<file path="src/hdl/ffca_pkg.sv">
`timescale 1ns / 1ps
// ----------------------------------------------------------------------------
// ffca_pkg
// Shared types, constants and helper functions of the first-fit allocator.
// ----------------------------------------------------------------------------
package ffca_pkg;

	localparam int MAX_SEGMENTS = 16;
	localparam int POOL_WORDS   = 1024;
	localparam int SEG_IW       = $clog2(MAX_SEGMENTS);
	localparam int CNT_W        = $clog2(MAX_SEGMENTS + 1);
	localparam int WORD_AW      = $clog2(POOL_WORDS);
	localparam int POOL_MAX     = POOL_WORDS * 4;
	localparam int ALU_W        = 15;

	// Request kinds.
	localparam logic [1:0] KIND_INIT  = 2'd0;
	localparam logic [1:0] KIND_ALLOC = 2'd1;
	localparam logic [1:0] KIND_FREE  = 2'd2;
	localparam logic [1:0] KIND_NONE  = 2'd3;

	// Result status codes.
	localparam logic [1:0] STAT_OK   = 2'd0;
	localparam logic [1:0] STAT_NOFIT = 2'd1;
	localparam logic [1:0] STAT_FULL = 2'd2;

	// Configuration register indexes.
	localparam logic CFG_POOL = 1'b0;
	localparam logic CFG_LINE = 1'b1;

	// Shared unit operations.
	localparam logic ALU_ADD = 1'b0;
	localparam logic ALU_SUB = 1'b1;

	typedef struct packed {
		logic [1:0]  kind;
		logic [12:0] request_size;
		logic        dma_aligned;
		logic [11:0] block_address;
	} in_item_t;

	typedef struct packed {
		logic [11:0] result_address;
		logic [1:0]  status;
	} out_item_t;

	typedef struct packed {
		logic              we_start;
		logic              we_len;
		logic [SEG_IW-1:0] waddr;
		logic [11:0]       wstart;
		logic [12:0]       wlen;
	} seg_wr_t;

	typedef struct packed {
		logic             op;
		logic [ALU_W-1:0] a;
		logic [ALU_W-1:0] b;
		logic [ALU_W-1:0] c;
	} alu_req_t;

	typedef struct packed {
		logic [ALU_W-1:0] sum;
		logic             ge;
		logic             eq;
	} alu_rsp_t;

	// Pool size in use: multiple of 4, clamped to between 16 and the pool size.
	function automatic logic [12:0] eff_pool(input logic [12:0] p);
		logic [12:0] v;
		v = {p[12:2], 2'b00};
		if (v > 13'(POOL_MAX)) v = 13'(POOL_MAX);
		if (v < 13'd16) v = 13'd16;
		return v;
	endfunction

	// Largest power of two not above the value, within 4 to 64.
	function automatic logic [6:0] eff_line(input logic [6:0] v);
		logic [6:0] e;
		if (v >= 7'd64) e = 7'd64;
		else if (v >= 7'd32) e = 7'd32;
		else if (v >= 7'd16) e = 7'd16;
		else if (v >= 7'd8) e = 7'd8;
		else e = 7'd4;
		return e;
	endfunction

endpackage

</file>
<file path="src/hdl/ffca_alu.sv">
`timescale 1ns / 1ps
// ----------------------------------------------------------------------------
// ffca_alu
// Shared add/subtract unit with magnitude and equality compare.
// ----------------------------------------------------------------------------
module ffca_alu (
	input  ffca_pkg::alu_req_t req,
	output ffca_pkg::alu_rsp_t rsp
);
	import ffca_pkg::*;

	// One adder, a compare of the operands, and a compare of the sum.
	always_comb begin
		rsp.sum = (req.op == ALU_SUB) ? (req.a - req.b) : (req.a + req.b);
		rsp.ge  = (req.a >= req.b);
		rsp.eq  = (rsp.sum == req.c);
	end
endmodule

</file>
<file path="config.mk">
export PLATFORM = sky130hd
export DESIGN_NAME = ffca_alu
export DESIGN_NICKNAME = d
export VERILOG_FILES = /design/src/hdl/ffca_pkg.sv /design/src/hdl/ffca_alu.sv
export SDC_FILE = /design/constraint.sdc
export NUM_CORES = 1
export LEC_CHECK = 0
export CORE_MARGIN = 1.5
export CORE_UTILIZATION = 67
export DETAILED_ROUTE_END_ITERATION = 10
export DONT_BUFFER_PORTS = 1
export GPL_TIMING_DRIVEN = 1
export PLACE_DENSITY = 0.81
export SETUP_SLACK_MARGIN = 0.5
export SLEW_MARGIN = 10
export SYNTH_ARGS = -nofsm -noshare
export SYNTH_HDL_FRONTEND = slang
export SYNTH_SLANG_ARGS = --single-unit
</file>
<file path="constraint.sdc">
create_clock -name vclk -period 3.22
set_input_delay 0.161 -clock vclk [all_inputs]
set_output_delay 0.161 -clock vclk [all_outputs]
set_load 0.005 [all_outputs]
</file>
==> results.yml <==
grt:
  grt_pass1_wl_mm: 8.700
  grt_pass1_vias: 2046
  antenna_found_initial: 0
  grt_usage: 0.3087
  grt_max_degree: 38
  grt.overflow.total: 0
synthesis:
  synth_warnings: 0
  synthesis.nets: 378
  syn_inst: 301
  ys_types: 65
  syn_area_per_cell_um2: 6.917
  ys_seq_area_frac: 0
  syn_area_um2: 2082
power:
  p_leak_nw: 0.9513
  p_comb_frac: 1.000
  clkPwrFrac: 0
  p_int_uw: 200.5
  peakVddDrop_uv: 117.2
  finalPower_uw: 459.6
  seq_power_share: 0
  power.density_nw_per_um2: 205.9
  switching_share: 0.5638
  power.switching_uw: 259.2
die:
  die-width_um: 58.75
  coreArea_um2: 3003
  ios: 63
  start_util: 0.6933
  rows: 20
  die_y_um: 58.75
  dieArea_um2: 3451
timing:
  worst_slack_ns: 0.2395
  report.final.slew_viol_count: 0
  worstMarginPinSlew_ns: 1.048
  finalCritPeriodShare: 0.9256
  period_needed_ns: 2.980
  rsz0062_at_grt: "yes"
  fin_tns_setup_ns: 0
  finalHoldViolations: 0
  max_freq_mhz: 335.5
  relSlewSlack: 0.2925
  whs_ns: 0.3743
  finalSetupViolCount: 0
critical_path:
  end_kind: "primary output"
  critical_path_class: "input port to primary output"
  arrival_ns: 2.82
  required_ns: 3.06
  slowest_stage: "or4_4"
  startpoint_type: "input port"
  critPathMaxStageDelay_ns: 0.44
  cp_max_fo: 3
  path_cells: "inv_1 > ha_1 > fa_2 > mux2i_1 > xor2_1 > xnor2_1 > o311ai_0 > or4_4 > or4_4 > nor4_4"
  cp_common_cell: "or4_4"
finish:
  drive_gt1_frac: 0.1342
  seq_cell_count: 0
  antenna_cells: 0
  register_area_um2: 0
  areaGrowthSynthToFinish_pct: 7.211
  nets: 377
  nClkBuffers: 0
place:
  portBuffers: 0
  routabilityCongestion: 0.9025
  place_ws_ns: 0.2490
  dp_hpwl_mm: 4.415
hold_path:
  hold_path_depth: 1
  hp-class: "input port to primary output"
  min-delay-start: "req[45]"
  holdPathEnd: "rsp[3]"
routing:
  drt_iter0_markers: 187
  wl_per_cell_um: 17.03
  vias: 2277
  wirelength_mm: 5.637
  antenna_left: 0
  drtPass1Iterations: 5
  drc_errors: 0
  vias_per_cell: 6.879
run:
  maxCapViolCount: 0
cts:
  cts_hold_buf: 0
run_status:
  outcome: "completed"
## worst max-delay path, delay by kind of cell
| family | cells | cell delay (ns) |
|---|---|---|
| fa+ha+maj | 2 | 0.58 |
| buf+inv | 1 | 0.02 |
| mux | 1 | 0.19 |
| compound gates | 1 | 0.16 |
| xor+xnor | 2 | 0.50 |
| simple gates | 3 | 1.19 |
## layer usage
layer  part of all wire  GRT usage  vias to the layer above  wire [um]
met5                  0          0                        -          0
met4              0.017    0.05195                        0         96
met3              0.078   0.006593                       10        442
met2               0.48     0.5429                      123       2705
met1               0.42     0.4263                     1048       2393
li1                   -          -                     1096          -
## how the worst max path moves through the flow
stage	startpoint	end	slack [ns]	cells past startpoint
CTS	req[30]	rsp[0]	0.25	10
floorplan	req[16]	rsp[0]	0.50	10
global route	req[15]	rsp[0]	0.17	10
finish	req[30]	rsp[0]	0.24	10
detailed placement	req[30]	rsp[0]	0.25	10
global placement	req[30]	rsp[0]	0.30	10
## area by class of cell
| type | count | area, um^2 |
|---|---|---|
| multi-input combinational | 254 | 1971 |
| fill | 255 | 770.7 |
| inverter | 30 | 115.1 |
| timing repair buffer | 14 | 105.1 |
| tap | 33 | 41.29 |
## cells in the mapped netlist (all sizes together), types with 4 or more instances
cell | number | area [um^2]
o31ai | 5 | 37.54
a21oi | 22 | 110.1
o21bai | 5 | 37.54
clkbuf | 10 | 37.54
nor2 | 16 | 62.56
nand2b | 4 | 25.02
ha | 29 | 362.9
nor2b | 8 | 50.05
buf | 7 | 51.29
xor2 | 11 | 96.34
a211oi | 6 | 45.04
nor3 | 13 | 65.06
o21ai | 24 | 120.1
nand4 | 6 | 37.54
nand2 | 16 | 62.56
xnor2 | 18 | 157.7
inv | 30 | 115.1
and3 | 5 | 32.53
nand3 | 8 | 40.04
or4 | 6 | 45.04
## logic make-up (layout without fill, tap and decap cells)
logic type | count (synthesis) | after routing | synth area share
compound gates | 95 | 95 | 0.3089
xor+xnor | 30 | 30 | 0.1328
fa+ha+maj | 31 | 31 | 0.1935
buf+inv | 47 | 44 | 0.09795
mux | 3 | 3 | 0.01502
simple gates | 95 | 95 | 0.2518
## power by group through the flow
| stage | logic [mW] | registers, mW | clock network, mW |
|---|---|---|---|
| after global placement | 0.414 | 0 | 0 |
| after global routing | 0.501 | 0 | 0 |
| after floorplan | 0.351 | 0 | 0 |
| after detailed placement | 0.421 | 0 | 0 |
| final | 0.460 | 0 | 0 |
| after CTS | 0.424 | 0 | 0 |
## repair_timing
item | CTS | global route
pin swaps | 2 | 6
resized for setup | 0 | 13
endpoints found under the setup margin | 1 | 1
setup buffers | 0 | 4
## stage by stage
stage / cells / util / cell area (um^2)
final: 331 / 0.7433 / 2232
after detailed placement: 327 / 0.7113 / 2136
after floorplan: 301 / - / 2110
after global placement: 327 / 0.7113 / 2136
after global routing: 331 / 0.7433 / 2232
after CTS: 327 / 0.7113 / 2136
## cells in the final DEF (no fill, tap or decap), types with 3 or more instances in the layout
master,count
a211oi_1,5
a21o_1,3
a21oi_1,20
a31oi_1,3
and3_1,4
buf_4,14
ha_1,25
inv_1,29
nand2_1,15
nand2b_1,4
nand3_1,8
nand4_1,6
nor2_1,15
nor2b_1,7
nor3_1,12
o21ai_0,22
o21bai_1,5
o311ai_0,3
o31ai_1,5
or4_1,4
xnor2_1,17
xor2_1,11
Note: power is estimated with default switching activity, not from simulation.
