### src/hdl/ffca_pkg.sv
`timescale 1ns / 1ps
// ----------------------------------------------------------------------------
// ffca_pkg
// Shared types, constants and helper functions of the first-fit allocator.
// ----------------------------------------------------------------------------
package ffca_pkg;

	localparam int MAX_SEGMENTS = 16;
	localparam int POOL_WORDS   = 1024;
	localparam int SEG_IW       = $clog2(MAX_SEGMENTS);
	localparam int CNT_W        = $clog2(MAX_SEGMENTS + 1);
	localparam int WORD_AW      = $clog2(POOL_WORDS);
	localparam int POOL_MAX     = POOL_WORDS * 4;
	localparam int ALU_W        = 15;

	// Request kinds.
	localparam logic [1:0] KIND_INIT  = 2'd0;
	localparam logic [1:0] KIND_ALLOC = 2'd1;
	localparam logic [1:0] KIND_FREE  = 2'd2;
	localparam logic [1:0] KIND_NONE  = 2'd3;

	// Result status codes.
	localparam logic [1:0] STAT_OK   = 2'd0;
	localparam logic [1:0] STAT_NOFIT = 2'd1;
	localparam logic [1:0] STAT_FULL = 2'd2;

	// Configuration register indexes.
	localparam logic CFG_POOL = 1'b0;
	localparam logic CFG_LINE = 1'b1;

	// Shared unit operations.
	localparam logic ALU_ADD = 1'b0;
	localparam logic ALU_SUB = 1'b1;

	typedef struct packed {
		logic [1:0]  kind;
		logic [12:0] request_size;
		logic        dma_aligned;
		logic [11:0] block_address;
	} in_item_t;

	typedef struct packed {
		logic [11:0] result_address;
		logic [1:0]  status;
	} out_item_t;

	typedef struct packed {
		logic              we_start;
		logic              we_len;
		logic [SEG_IW-1:0] waddr;
		logic [11:0]       wstart;
		logic [12:0]       wlen;
	} seg_wr_t;

	typedef struct packed {
		logic             op;
		logic [ALU_W-1:0] a;
		logic [ALU_W-1:0] b;
		logic [ALU_W-1:0] c;
	} alu_req_t;

	typedef struct packed {
		logic [ALU_W-1:0] sum;
		logic             ge;
		logic             eq;
	} alu_rsp_t;

	// Pool size in use: multiple of 4, clamped to between 16 and the pool size.
	function automatic logic [12:0] eff_pool(input logic [12:0] p);
		logic [12:0] v;
		v = {p[12:2], 2'b00};
		if (v > 13'(POOL_MAX)) v = 13'(POOL_MAX);
		if (v < 13'd16) v = 13'd16;
		return v;
	endfunction

	// Largest power of two not above the value, within 4 to 64.
	function automatic logic [6:0] eff_line(input logic [6:0] v);
		logic [6:0] e;
		if (v >= 7'd64) e = 7'd64;
		else if (v >= 7'd32) e = 7'd32;
		else if (v >= 7'd16) e = 7'd16;
		else if (v >= 7'd8) e = 7'd8;
		else e = 7'd4;
		return e;
	endfunction

endpackage

### src/hdl/ffca_seg_table.sv
`timescale 1ns / 1ps
// ----------------------------------------------------------------------------
// ffca_seg_table
// Free-segment table: start and length per entry, one read and one write.
// ----------------------------------------------------------------------------
module ffca_seg_table (
	input  logic                        clk,
	input  ffca_pkg::seg_wr_t           wr,
	input  logic [ffca_pkg::SEG_IW-1:0] raddr,
	output logic [11:0]                 rstart,
	output logic [12:0]                 rlen
);
	import ffca_pkg::*;

	logic [11:0] start_q [MAX_SEGMENTS];
	logic [12:0] len_q   [MAX_SEGMENTS];

	// Field-wise write.
	always_ff @(posedge clk) begin
		if (wr.we_start) start_q[wr.waddr] <= wr.wstart;
		if (wr.we_len) len_q[wr.waddr] <= wr.wlen;
	end

	// Read of the addressed entry.
	assign rstart = start_q[raddr];
	assign rlen   = len_q[raddr];
endmodule
### config.mk
export PLATFORM = sky130hd
export DESIGN_NAME = ffca_seg_table
export DESIGN_NICKNAME = d
export VERILOG_FILES = /design/src/hdl/ffca_pkg.sv /design/src/hdl/ffca_seg_table.sv
export SDC_FILE = /design/constraint.sdc
export NUM_CORES = 1
export LEC_CHECK = 0
export BUFFER_PORTS_ARGS = -buffer_cell sky130_fd_sc_hd__buf_2
export CAP_MARGIN = 20
export CORE_MARGIN = 4
export CORE_UTILIZATION = 40
export CTS_BUF_LIST = sky130_fd_sc_hd__clkbuf_8
export CTS_CLUSTER_SIZE = 28
export DETAILED_ROUTE_END_ITERATION = 8
export PLACE_DENSITY = 0.65
export SLEW_MARGIN = 40
export SYNTH_ARGS = -nofsm -noshare
export SYNTH_HDL_FRONTEND = slang
export SYNTH_SLANG_ARGS = --single-unit
export TNS_END_PERCENT = 5
### constraint.sdc
create_clock -name clk -period 3.6 [get_ports clk]
set_clock_uncertainty 0.05 [all_clocks]
set_input_delay 0.36 -clock clk [delete_from_list [all_inputs] [get_ports clk]]
set_output_delay 0.36 -clock clk [all_outputs]
set_load 0.005 [all_outputs]
==> results of run 1 <==
kinds of logic after synthesis:
group                  count (synthesis)
AOI/OAI and AO/OA                     50
buffers and inverters                 36
DFF                                  400
muxes                                100
and+or+nand+nor                       73
sequential cells by signal, summed over array words and instances, names as in the netlist:
signal	flops
start_q	192
len_q	208
power groups by stage:
| stage | clock network, mW | logic (mW) | registers (mW) |
|---|---|---|---|
| global route | 3.39 | 0.536 | 5.24 |
| floorplan | 0 | 0.284 | 5.33 |
| finish | 3.10 | 0.492 | 5.24 |
| detailed placement | 0 | 0.500 | 5.34 |
| global placement | 0 | 0.494 | 5.33 |
| CTS | 3.17 | 0.501 | 5.24 |
final timing paths:
check,slack [ns],cells past startpoint,endpoint
hold / removal,0.08,1,len_q[11][10]
setup / recovery,1.00,6,rstart[0]
cells in the final DEF, fill, tap and decap left out:
cell type	n
nand3_1	2
or2_2	1
bufinv_16	1
buf_6	2
nand3b_1	4
clkinvlp_4	4
buf_2	58
edfxtp_1	400
nand2_1	26
clkinv_1	20
inv_1	18
buf_12	4
buf_4	40
a22oi_1	50
nor2b_2	2
nor2_1	32
mux4_2	100
nor2_2	1
or3b_2	2
clkinv_2	3
clkbuf_8	55
and2_1	1
nand2b_1	2
stage by stage:
stage / utilization, % / hold slack [ns] / area (um^2) / setup WS (ns) / cells
2_1_floorplan: - / 0.409 / 15200 / 1.72 / 659
3_3_place_gp: 43.4 / 0.684 / 16300 / 0.947 / 1237
3_5_place_dp: 43.4 / 0.685 / 16300 / 0.932 / 1237
4_1_cts: 46.0 / 0.0384 / 17300 / 0.924 / 1338
5_1_grt: 46.1 / 0.0456 / 17300 / 0.799 / 1339
6_report: 46.1 / 0.0842 / 17300 / 1.00 / 1339
cell type report:
class                      count  area share, %
clock buffer                  55           4.38
clock inverter                46           1.26
multi-input combinational    223           17.1
sequential                   400           69.6
tap                          511           3.70
timing repair buffer         104           4.01
routing by layer:
| metal | track usage (%) | routed length [um] | part of all wire, % | up-vias |
|---|---|---|---|---|
| li1 | - | - | - | 3060 |
| met1 | 23.8 | 14300 | 45 | 3757 |
| met2 | 23.6 | 14700 | 46 | 243 |
| met3 | 3.24 | 2260 | 7.1 | 44 |
| met4 | 3.88 | 506 | 1.6 | 4 |
| met5 | 0 | 25 | 0.079 | - |
==> out/qor.yml, run 1 <==
outcome:
  status: "complete, no violations"
timing:
  slew_headroom_pct: 52.4
  setup_tns_ns: 0
  hold_viol_final: 0
  fmax_mhz: 385
  slew_viol_final: 0
  finalCritPeriodShare_pct: 72.1
  post-route-min-period_ns: 2.60
  tightest_slew_ns: 0.711
  rsz0062_at_grt: "false"
  final-setup-viol-count: 0
logic_synthesis:
  synth-edff-count: 400
  synth.cells.most_frequent: "edfxtp_1, mux4_2, a22oi_1"
  syn_nets: 695
  yosysUniqueCellTypes: 17
  async_reset_ff_share_pct: 0
  syn_avg_cell_area_um2: 23.0
  muxShareOfSynthArea_pct: 14.9
  yosysMostFrequentCell: "edfxtp_1"
  synth.largest_area_cell: "edfxtp_1"
  ys_warn_count: 0
  synth_top_family_by_area: "multiplexers"
  synth_xor_area_share_pct: 0
  netlist_instances: 659
  ys_ff_latch: 400
  syn_area_mm2: 0.0152
  synth_ff_type: "edfxtp_1"
  synthTopCellsByArea: "edfxtp_1, mux4_2, a22oi_1"
  synth-compound-area-share_pct: 2.48
  yosysTopAreaCellShare_pct: 79.3
  synth-simple-area-share_pct: 2.09
  ys_seq_area_share_pct: 79.3
  synthAdderAreaFrac_pct: 0
final_layout:
  n_antenna_cell: 0
  area_delta_synth_final_pct: 14.0
  regArea_mm2: 0.0120
  multi_input_area_mm2: 0.00295
  final_layout_size_suffix_gt1_share_pct: 33.0
  fill_cells: 3122
  final_net_count: 820
pwr:
  p_total_mw: 8.83
  p_switching_mw: 1.90
  switching_share_pct: 21.6
  leakage_nw: 5.57
  p_int_mw: 6.93
  comb_power_share_pct: 5.6
  irDropWorstVdd_uv: 241
  power_frac_clock_pct: 35.1
  seq_power_share_pct: 59.3
  p_per_area_mw_per_mm2: 511
hold_path:
  min_path_type: "input pin to register"
  hp-start: "wr[10]"
critical_path:
  path_max_fanout: 32
  crit_path_start_kind: "input pin"
  crit_slowest_cell: "mux4_2"
  crit_start: "raddr[0]"
  endpoint_kind: "primary output"
  crit_path_max_incr_delay_ns: 0.53
  critPathBufInv: 3
  worstSetupPathType: "input pin to primary output"
  required_ns: 3.19
  cp.arrival_ns: 2.19
  path_cells: "buf_6 -> buf_4 -> mux4_2 -> a22oi_1 -> nand2_1 -> buf_2"
  critPathTopFamily: "buffers and inverters"
detailed_routing:
  via_per_inst: 5.31
  post-route-drc-count: 0
  drt-initial-drc-count: 703
  wl_per_cell_um: 23.7
  firstDrtPassIters: 4
  wl_um: 31800
  dr_total_vias: 7108
  ant_nets: 0
global_route:
  grt_max_degree: 43
  grt_first_pass_wirelength_um: 47900
  grt_util_all_layers_pct: 15.7
  antenna_found_initial: 2
  grt_pass1_vias: 7294
  grt-ovfl-total: 0
clock_network:
  clk_pin_slew_ns: 0.07
  cts_tree: "done"
  postCtsSetupBuffers: 0
  clockBufferDepth: 3
  cts.sinks: 400
  hold_buffers: 0
  htreeDepth: 2
  root_buffer: "clkbuf_8"
  post_cts_resized: 0
  numCtsBuffers: 55
job:
  drv_cap: 0
floorplanning:
  initial_core_util_pct: 40.4
  ioPinCount: 61
  num_rows: 71
  die-width_um: 203
  die_h_um: 203
  dieArea_mm2: 0.0411
  core-area_mm2: 0.0375
place:
  dp_hpwl_um: 17600
  gp_congestion: 0.699
  port_buffers: 60
(Power assumes the default switching activity.)
==> run 2: changes to the inputs <==
ABC_AREA = 1   (was default)
PLACE_DENSITY = 0.64   (was 0.65)
clock period = 2.7 ns   (was 3.6 ns; I/O delays follow)
==> run 2 against run 1 <==
  * Core utilization rose by 0.17 points
  * Synthesized area up 15%
  * Sequential share of layout area decreased by 9.4 points
  * Non-clock buffer count increased by 31
  * Critical path type unchanged
  * Critical endpoint is now rstart[11]
  * Largest power group unchanged
==> out/qor.yml, run 2 <==
place:
  gp_congestion: 0.808  # was 0.699
  port_buffers: 60  # unchanged
  dp_hpwl_um: 23900  # was 17600 um
detailed_routing:
  firstDrtPassIters: 5  # was 4
  ant_nets: 0  # unchanged
  wl_um: 42400  # was 31800 um
  dr_total_vias: 11700  # was 7108
  drt-initial-drc-count: 989  # was 703
  post-route-drc-count: 0  # unchanged
  via_per_inst: 4.82  # was 5.31
  wl_per_cell_um: 17.5  # was 23.7 um
floorplanning:
  dieArea_mm2: 0.0471  # was 0.0411 mm^2
  initial_core_util_pct: 40.5  # was 40.4%
  core-area_mm2: 0.0432  # was 0.0375 mm^2
  num_rows: 76  # was 71
  ioPinCount: 61  # unchanged
  die-width_um: 217  # was 203 um
  die_h_um: 217  # was 203 um
global_route:
  use_met3_pct: 4.34  # was 3.24%
  antenna_found_initial: 8  # was 2
  use_met2_pct: 29.5  # was 23.6%
  grtUsageMet1_pct: 23.9  # was 23.8%
  grt_pass1_vias: 11300  # was 7294
  busiest_layer: "met2"  # was met1
  grt_max_degree: 96  # was 43
  grt-ovfl-total: 0  # unchanged
  grt_util_all_layers_pct: 18.1  # was 15.7%
  grt_first_pass_wirelength_um: 65400  # was 47900 um
logic_synthesis:
  yosysTopAreaCellShare_pct: 68.7  # was 79.3%
  syn_avg_cell_area_um2: 10.5  # was 23.0 um^2
  synthTopCellsByArea: "edfxtp_1, nand2_1, nand3_1"  # was edfxtp_1, mux4_2, a22oi_1
  yosysMostFrequentCell: "nand2_1"  # was edfxtp_1
  yosysUniqueCellTypes: 12  # was 17
  synth.largest_area_cell: "edfxtp_1"  # unchanged
  ys_warn_count: 0  # unchanged
  ys_seq_area_share_pct: 68.7  # was 79.3%
  syn_nets: 1707  # was 695
  ys_ff_latch: 400  # unchanged
  syn_area_mm2: 0.0175  # was 0.0152 mm^2
  netlist_instances: 1671  # was 659
  synth_ff_type: "edfxtp_1"  # unchanged
  synth-edff-count: 400  # unchanged
  synth.cells.most_frequent: "nand2_1, edfxtp_1, inv_1"  # was edfxtp_1, mux4_2, a22oi_1
  async_reset_ff_share_pct: 0  # unchanged
clock_network:
  htreeDepth: 3  # was 2
  clockBufferDepth: 3  # unchanged
  cts.sinks: 400  # unchanged
  postCtsSetupBuffers: 0  # unchanged
  hold_buffers: 21  # was 0
  cts_tree: "done"  # unchanged
  clk_pin_slew_ns: 0.06  # was 0.07 ns
  numCtsBuffers: 70  # was 55
  post_cts_resized: 0  # unchanged
  root_buffer: "clkbuf_8"  # unchanged
critical_path:
  cpMostUsedCell: "nand2_1"
  crit_path_max_incr_delay_ns: 0.28  # was 0.53 ns
  cp.arrival_ns: 1.69  # was 2.19 ns
  crit_slowest_cell: "inv_6"  # was mux4_2
  required_ns: 2.38  # was 3.19 ns
  crit_start: "raddr[0]"  # unchanged
  endpoint_kind: "primary output"  # unchanged
  worstSetupPathType: "input pin to primary output"  # unchanged
  path_cells: "buf_6 -> inv_6 -> buf_12 -> nand2_1 -> nand2_1 -> nand2_1 -> nand3_1 -> nand3_1 -> nand2_1 -> buf_2"  # was buf_6 -> buf_4 -> mux4_2 -> a22oi_1 -> nand2_1 -> buf_2
  critPathBufInv: 4  # was 3
  crit_path_start_kind: "input pin"  # unchanged
  path_max_fanout: 42  # was 32
  critPathTopFamily: "buffers and inverters"  # unchanged
pwr:
  leakage_nw: 8.61  # was 5.57 nW
  p_per_area_mw_per_mm2: 645  # was 511 mW/mm^2
  p_total_mw: 12.9  # was 8.83 mW
  irDropWorstVdd_uv: 534  # was 241 uV
timing:
  slew_headroom_pct: 52.2  # was 52.4%
  post-route-min-period_ns: 2.01
  slew_viol_final: 0  # unchanged
  rsz0062_at_grt: "false"  # unchanged
  final-setup-viol-count: 0  # unchanged
  setup_tns_ns: 0  # unchanged
  tightest_slew_ns: 0.717  # was 0.711 ns
  hold_viol_final: 0  # unchanged
  finalCritPeriodShare_pct: 74.3
  fmax_mhz: 498
job:
  drv_cap: 0  # unchanged
final_layout:
  largest_reg_flops: 208  # unchanged
  regArea_mm2: 0.0120  # unchanged
  final_common_cell: "nand2_1"  # was edfxtp_1
  layout_common_cells: "nand2_1, edfxtp_1, inv_1"  # was edfxtp_1, mux4_2, buf_2
  final_net_count: 1831  # was 820
  area_delta_synth_final_pct: 14.2  # was 14.0%
  fill_cells: 3988  # was 3122
  final_layout_size_suffix_gt1_share_pct: 11.4  # was 33.0%
  multi_input_area_mm2: 0.00373  # was 0.00295 mm^2
  reg_top3: "len_q (208), start_q (192)"  # unchanged
  largest-register: "len_q"  # unchanged
hold_path:
  hp-start: "wr[0]"  # was wr[10]
  min_path_type: "input pin to register"  # unchanged
outcome:
  status: "complete, no violations"  # unchanged
## run 2: cell types whose count changed in the layout (fill, tap and decap cells not counted), sizes merged, moves of 21 or more
cell / change
nand2: +512
inv: +311
nand3: +300
mux4: -100
a22oi: -50
dlygate4sd3: +21
## run 2: logic make-up after synthesis
group | count (synthesis) | synth area share (%)
simple gates | 876 | 21.0
flops | 400 | 68.7
buf+inv | 395 | 10.3
## run 2: final timing paths
kind / cells after the start / to
worst max-delay path: 10 / rstart[11]
worst min-delay path: 1 / len_q[12][0]
## run 2: metrics by stage
stage	hold slack [ns]	std cells	area, um^2	setup slack [ns]	utilization (%)
floorplan	0.319	1671	17500	0.774	-
global placement	0.606	2287	18500	0.680	42.9
detailed placement	0.615	2287	18500	0.707	42.9
CTS	0.000581	2426	20000	0.679	46.2
global route	0.00860	2426	20000	0.577	46.2
finish	0.0437	2427	20000	0.693	46.2
## run 2: area by class of cell
cell class	instances	area share (%)
diodes	1	0.0125
multi-input cells	876	18.7
flip-flops and latches	400	60.2
repair buffers	135	5.38
inverters	312	5.90
clock inverters	47	1.29
well taps	585	3.67
clock buffers	71	4.90
## run 2: power breakdown
part           internal, mW  switching [mW]
logic                 0.278           0.627
registers              6.97          0.0262
clock network          2.63            2.36
## run 2: metal layers
metal,up-vias,share of wire (%)
met5,-,0.10
met2,467,47
met3,100,7.6
li1,5635,-
met4,6,3.1
met1,5488,42
==> run 3: changes to the inputs <==
clock period = 2.1 ns   (was 2.7 ns; I/O delays follow)
==> run 3 against run 2 <==
  * Cell count up 0.66%
  * Flip-flop and latch count is the same
  * Count of clock-buffer cells in the layout fell by 1
  * Combinational power increased by 34%
  * First-iteration DRC count rose by 9.0%
  * Final area grew 0.66%
  * Worst hold slack improved by 0.17 ns
  * Clock power rose by 28%
  * Non-clock buffer count grew 15
  * Die area unchanged
  * Critical path depth shrank 3
  * Setup slack worse by 0.51 ns
  * Critical endpoint is now rstart[4]
  * Largest power group unchanged
==> out/qor.yml, run 3 (synthesis gave the netlist of run 2 again) <==
global_route:
  grt_max_degree: 60  # was 96
  grt-ovfl-total: 0  # unchanged
  grt_first_pass_wirelength_um: 66800  # was 65400 um
  grt_util_all_layers_pct: 18.5  # was 18.1%
  grt_pass1_vias: 11500  # was 11.3k
  antenna_found_initial: 5  # was 8
critical_path:
  endpoint_kind: "primary output"  # unchanged
  critPathTopFamily: "simple AND/OR/NAND/NOR gates"  # was buffers and inverters
  path_max_fanout: 1  # was 42
  required_ns: 1.84  # was 2.38 ns
  crit_path_start_kind: "register"  # was input pin
  cp.depth: 7  # was 10
  crit_slowest_cell: "edfxtp_1"  # was inv_6
  cp.arrival_ns: 1.66  # was 1.69 ns
  worstSetupPathType: "register to primary output"  # was input pin to primary output
  cpMostUsedCell: "nand3_1"  # was nand2_1
  path_cells: "inv_1 -> nand2_1 -> nand3_1 -> nand3_1 -> nand3_1 -> nand2_1 -> buf_2"  # was buf_6 -> inv_6 -> buf_12 -> nand2_1 -> nand2_1 -> nand2_1 -> nand3_1 -> nand3_1 -> nand2_1 -> buf_2
  crit_path_max_incr_delay_ns: 0.35  # was 0.28 ns
  critPathBufInv: 2  # was 4
final_layout:
  largest_reg_flops: 208  # unchanged
  area_delta_synth_final_pct: 14.9  # was 14.2%
  final_common_cell: "nand2_1"  # unchanged
  final_layout_size_suffix_gt1_share_pct: 12.0  # was 11.4%
  reg_top3: "len_q (208), start_q (192)"  # unchanged
  n_antenna_cell: 0  # was 1
  final_net_count: 1845  # was 1831
  fin_cells: 2443  # was 2427
  layout_common_cells: "nand2_1, edfxtp_1, inv_1"  # unchanged
  largest-register: "len_q"  # unchanged
timing:
  slew_headroom_pct: 62.3  # was 52.2%
  setup_tns_ns: 0  # unchanged
  hold_viol_final: 0  # unchanged
  final-setup-viol-count: 0  # unchanged
  finalCritPeriodShare_pct: 91.4
  hold-worst-slack_ns: 0.210  # was 0.0437 ns
  slew_viol_final: 0  # unchanged
  tightest_slew_ns: 0.565  # was 0.717 ns
  fmax_mhz: 521
  rsz0062_at_grt: "false"  # unchanged
  post-route-min-period_ns: 1.92
detailed_routing:
  firstDrtPassIters: 5  # unchanged
  wl_per_cell_um: 17.8  # was 17.5 um
  post-route-drc-count: 0  # unchanged
  via_per_inst: 4.79  # was 4.82
  dr_total_vias: 11700  # about the same
  drt-initial-drc-count: 1078  # was 989
  wl_um: 43400  # was 42400 um
  ant_nets: 0  # unchanged
hold_path:
  min_path_type: "input pin to register"  # unchanged
  whs_path_depth: 4  # was 1
pwr:
  irDropWorstVdd_uv: 499  # was 534 uV
  p_total_mw: 16.6  # was 12.9 mW
  leakage_nw: 8.71  # was 8.61 nW
  p_per_area_mw_per_mm2: 825  # was 645 mW/mm^2
place:
  gp_congestion: 0.824  # was 0.808
  dp_hpwl_um: 25000  # was 23900 um
  dp_cells: 2298  # was 2287
  port_buffers: 60  # unchanged
outcome:
  status: "complete, no violations"  # unchanged
clock_network:
  cts.sinks: 400  # unchanged
  clockBufferDepth: 3  # unchanged
  post_cts_resized: 0  # unchanged
  cts_tree: "done"  # unchanged
  numCtsBuffers: 69  # was 70
  htreeDepth: 3  # unchanged
  root_buffer: "clkbuf_8"  # unchanged
  clk_pin_slew_ns: 0.06  # about the same
floorplanning:
  initial_core_util_pct: 40.5  # unchanged
  dieArea_mm2: 0.0471  # unchanged
  die-width_um: 217  # unchanged
  num_rows: 76  # unchanged
  core-area_mm2: 0.0432  # unchanged
  die_h_um: 217  # unchanged
  ioPinCount: 61  # unchanged
job:
  drv_cap: 0  # unchanged
-- run 3: worst min-delay path, cell delays in order --
cell	delay (ns)
buf_2	0.12
nand3_1	0.10
nor2_1	0.04
buf_4	0.20
-- run 3: final timing paths --
check	start	to	slack, ns
worst max-delay path	start_q[0][4]	rstart[4]	0.18
worst min-delay path	wr[26]	start_q[3][11]	0.21
-- run 3: where the power goes --
| part | switching [mW] | internal [mW] |
|---|---|---|
| clock network | 3.13 | 3.25 |
| logic | 0.815 | 0.390 |
| registers | 0.0343 | 8.95 |
| total | 3.98 | 12.6 |
-- run 3: what timing repair did --
action                    4_1_cts  5_1_grt
hold endpoints to repair      400        0
hold buffers                   25        0
buffers inserted                0        0
-- run 3: routing by layer --
metal | up-vias | global-route usage [%] | wire [um]
met5 | - | 0 | 36
met4 | 6 | 5.79 | 1170
li1 | 5675 | - | -
met1 | 5550 | 24.3 | 18600
met2 | 377 | 30.9 | 20900
met3 | 102 | 4.22 | 2750
-- run 3: metrics by stage --
step | utilization [%] | setup slack, ns | cell area [um^2]
floorplan | - | 0.234 | 17500
global placement | 43.1 | 0.360 | 18600
detailed placement | 43.1 | 0.375 | 18600
CTS | 46.5 | 0.121 | 20100
global route | 46.5 | 0.0412 | 20100
finish | 46.5 | 0.180 | 20100
-- run 3: area by class of cell --
| cell class | count | area (um^2) |
|---|---|---|
| Clock inverter | 50 | 259 |
| Inverter | 312 | 1180 |
| Tap cell | 585 | 732 |
| Fill cell | 4015 | 23100 |
| Timing Repair Buffer | 150 | 1220 |
| Clock buffer | 70 | 963 |
| Multi-Input combinational cell | 876 | 3730 |
| Sequential cell | 400 | 12000 |
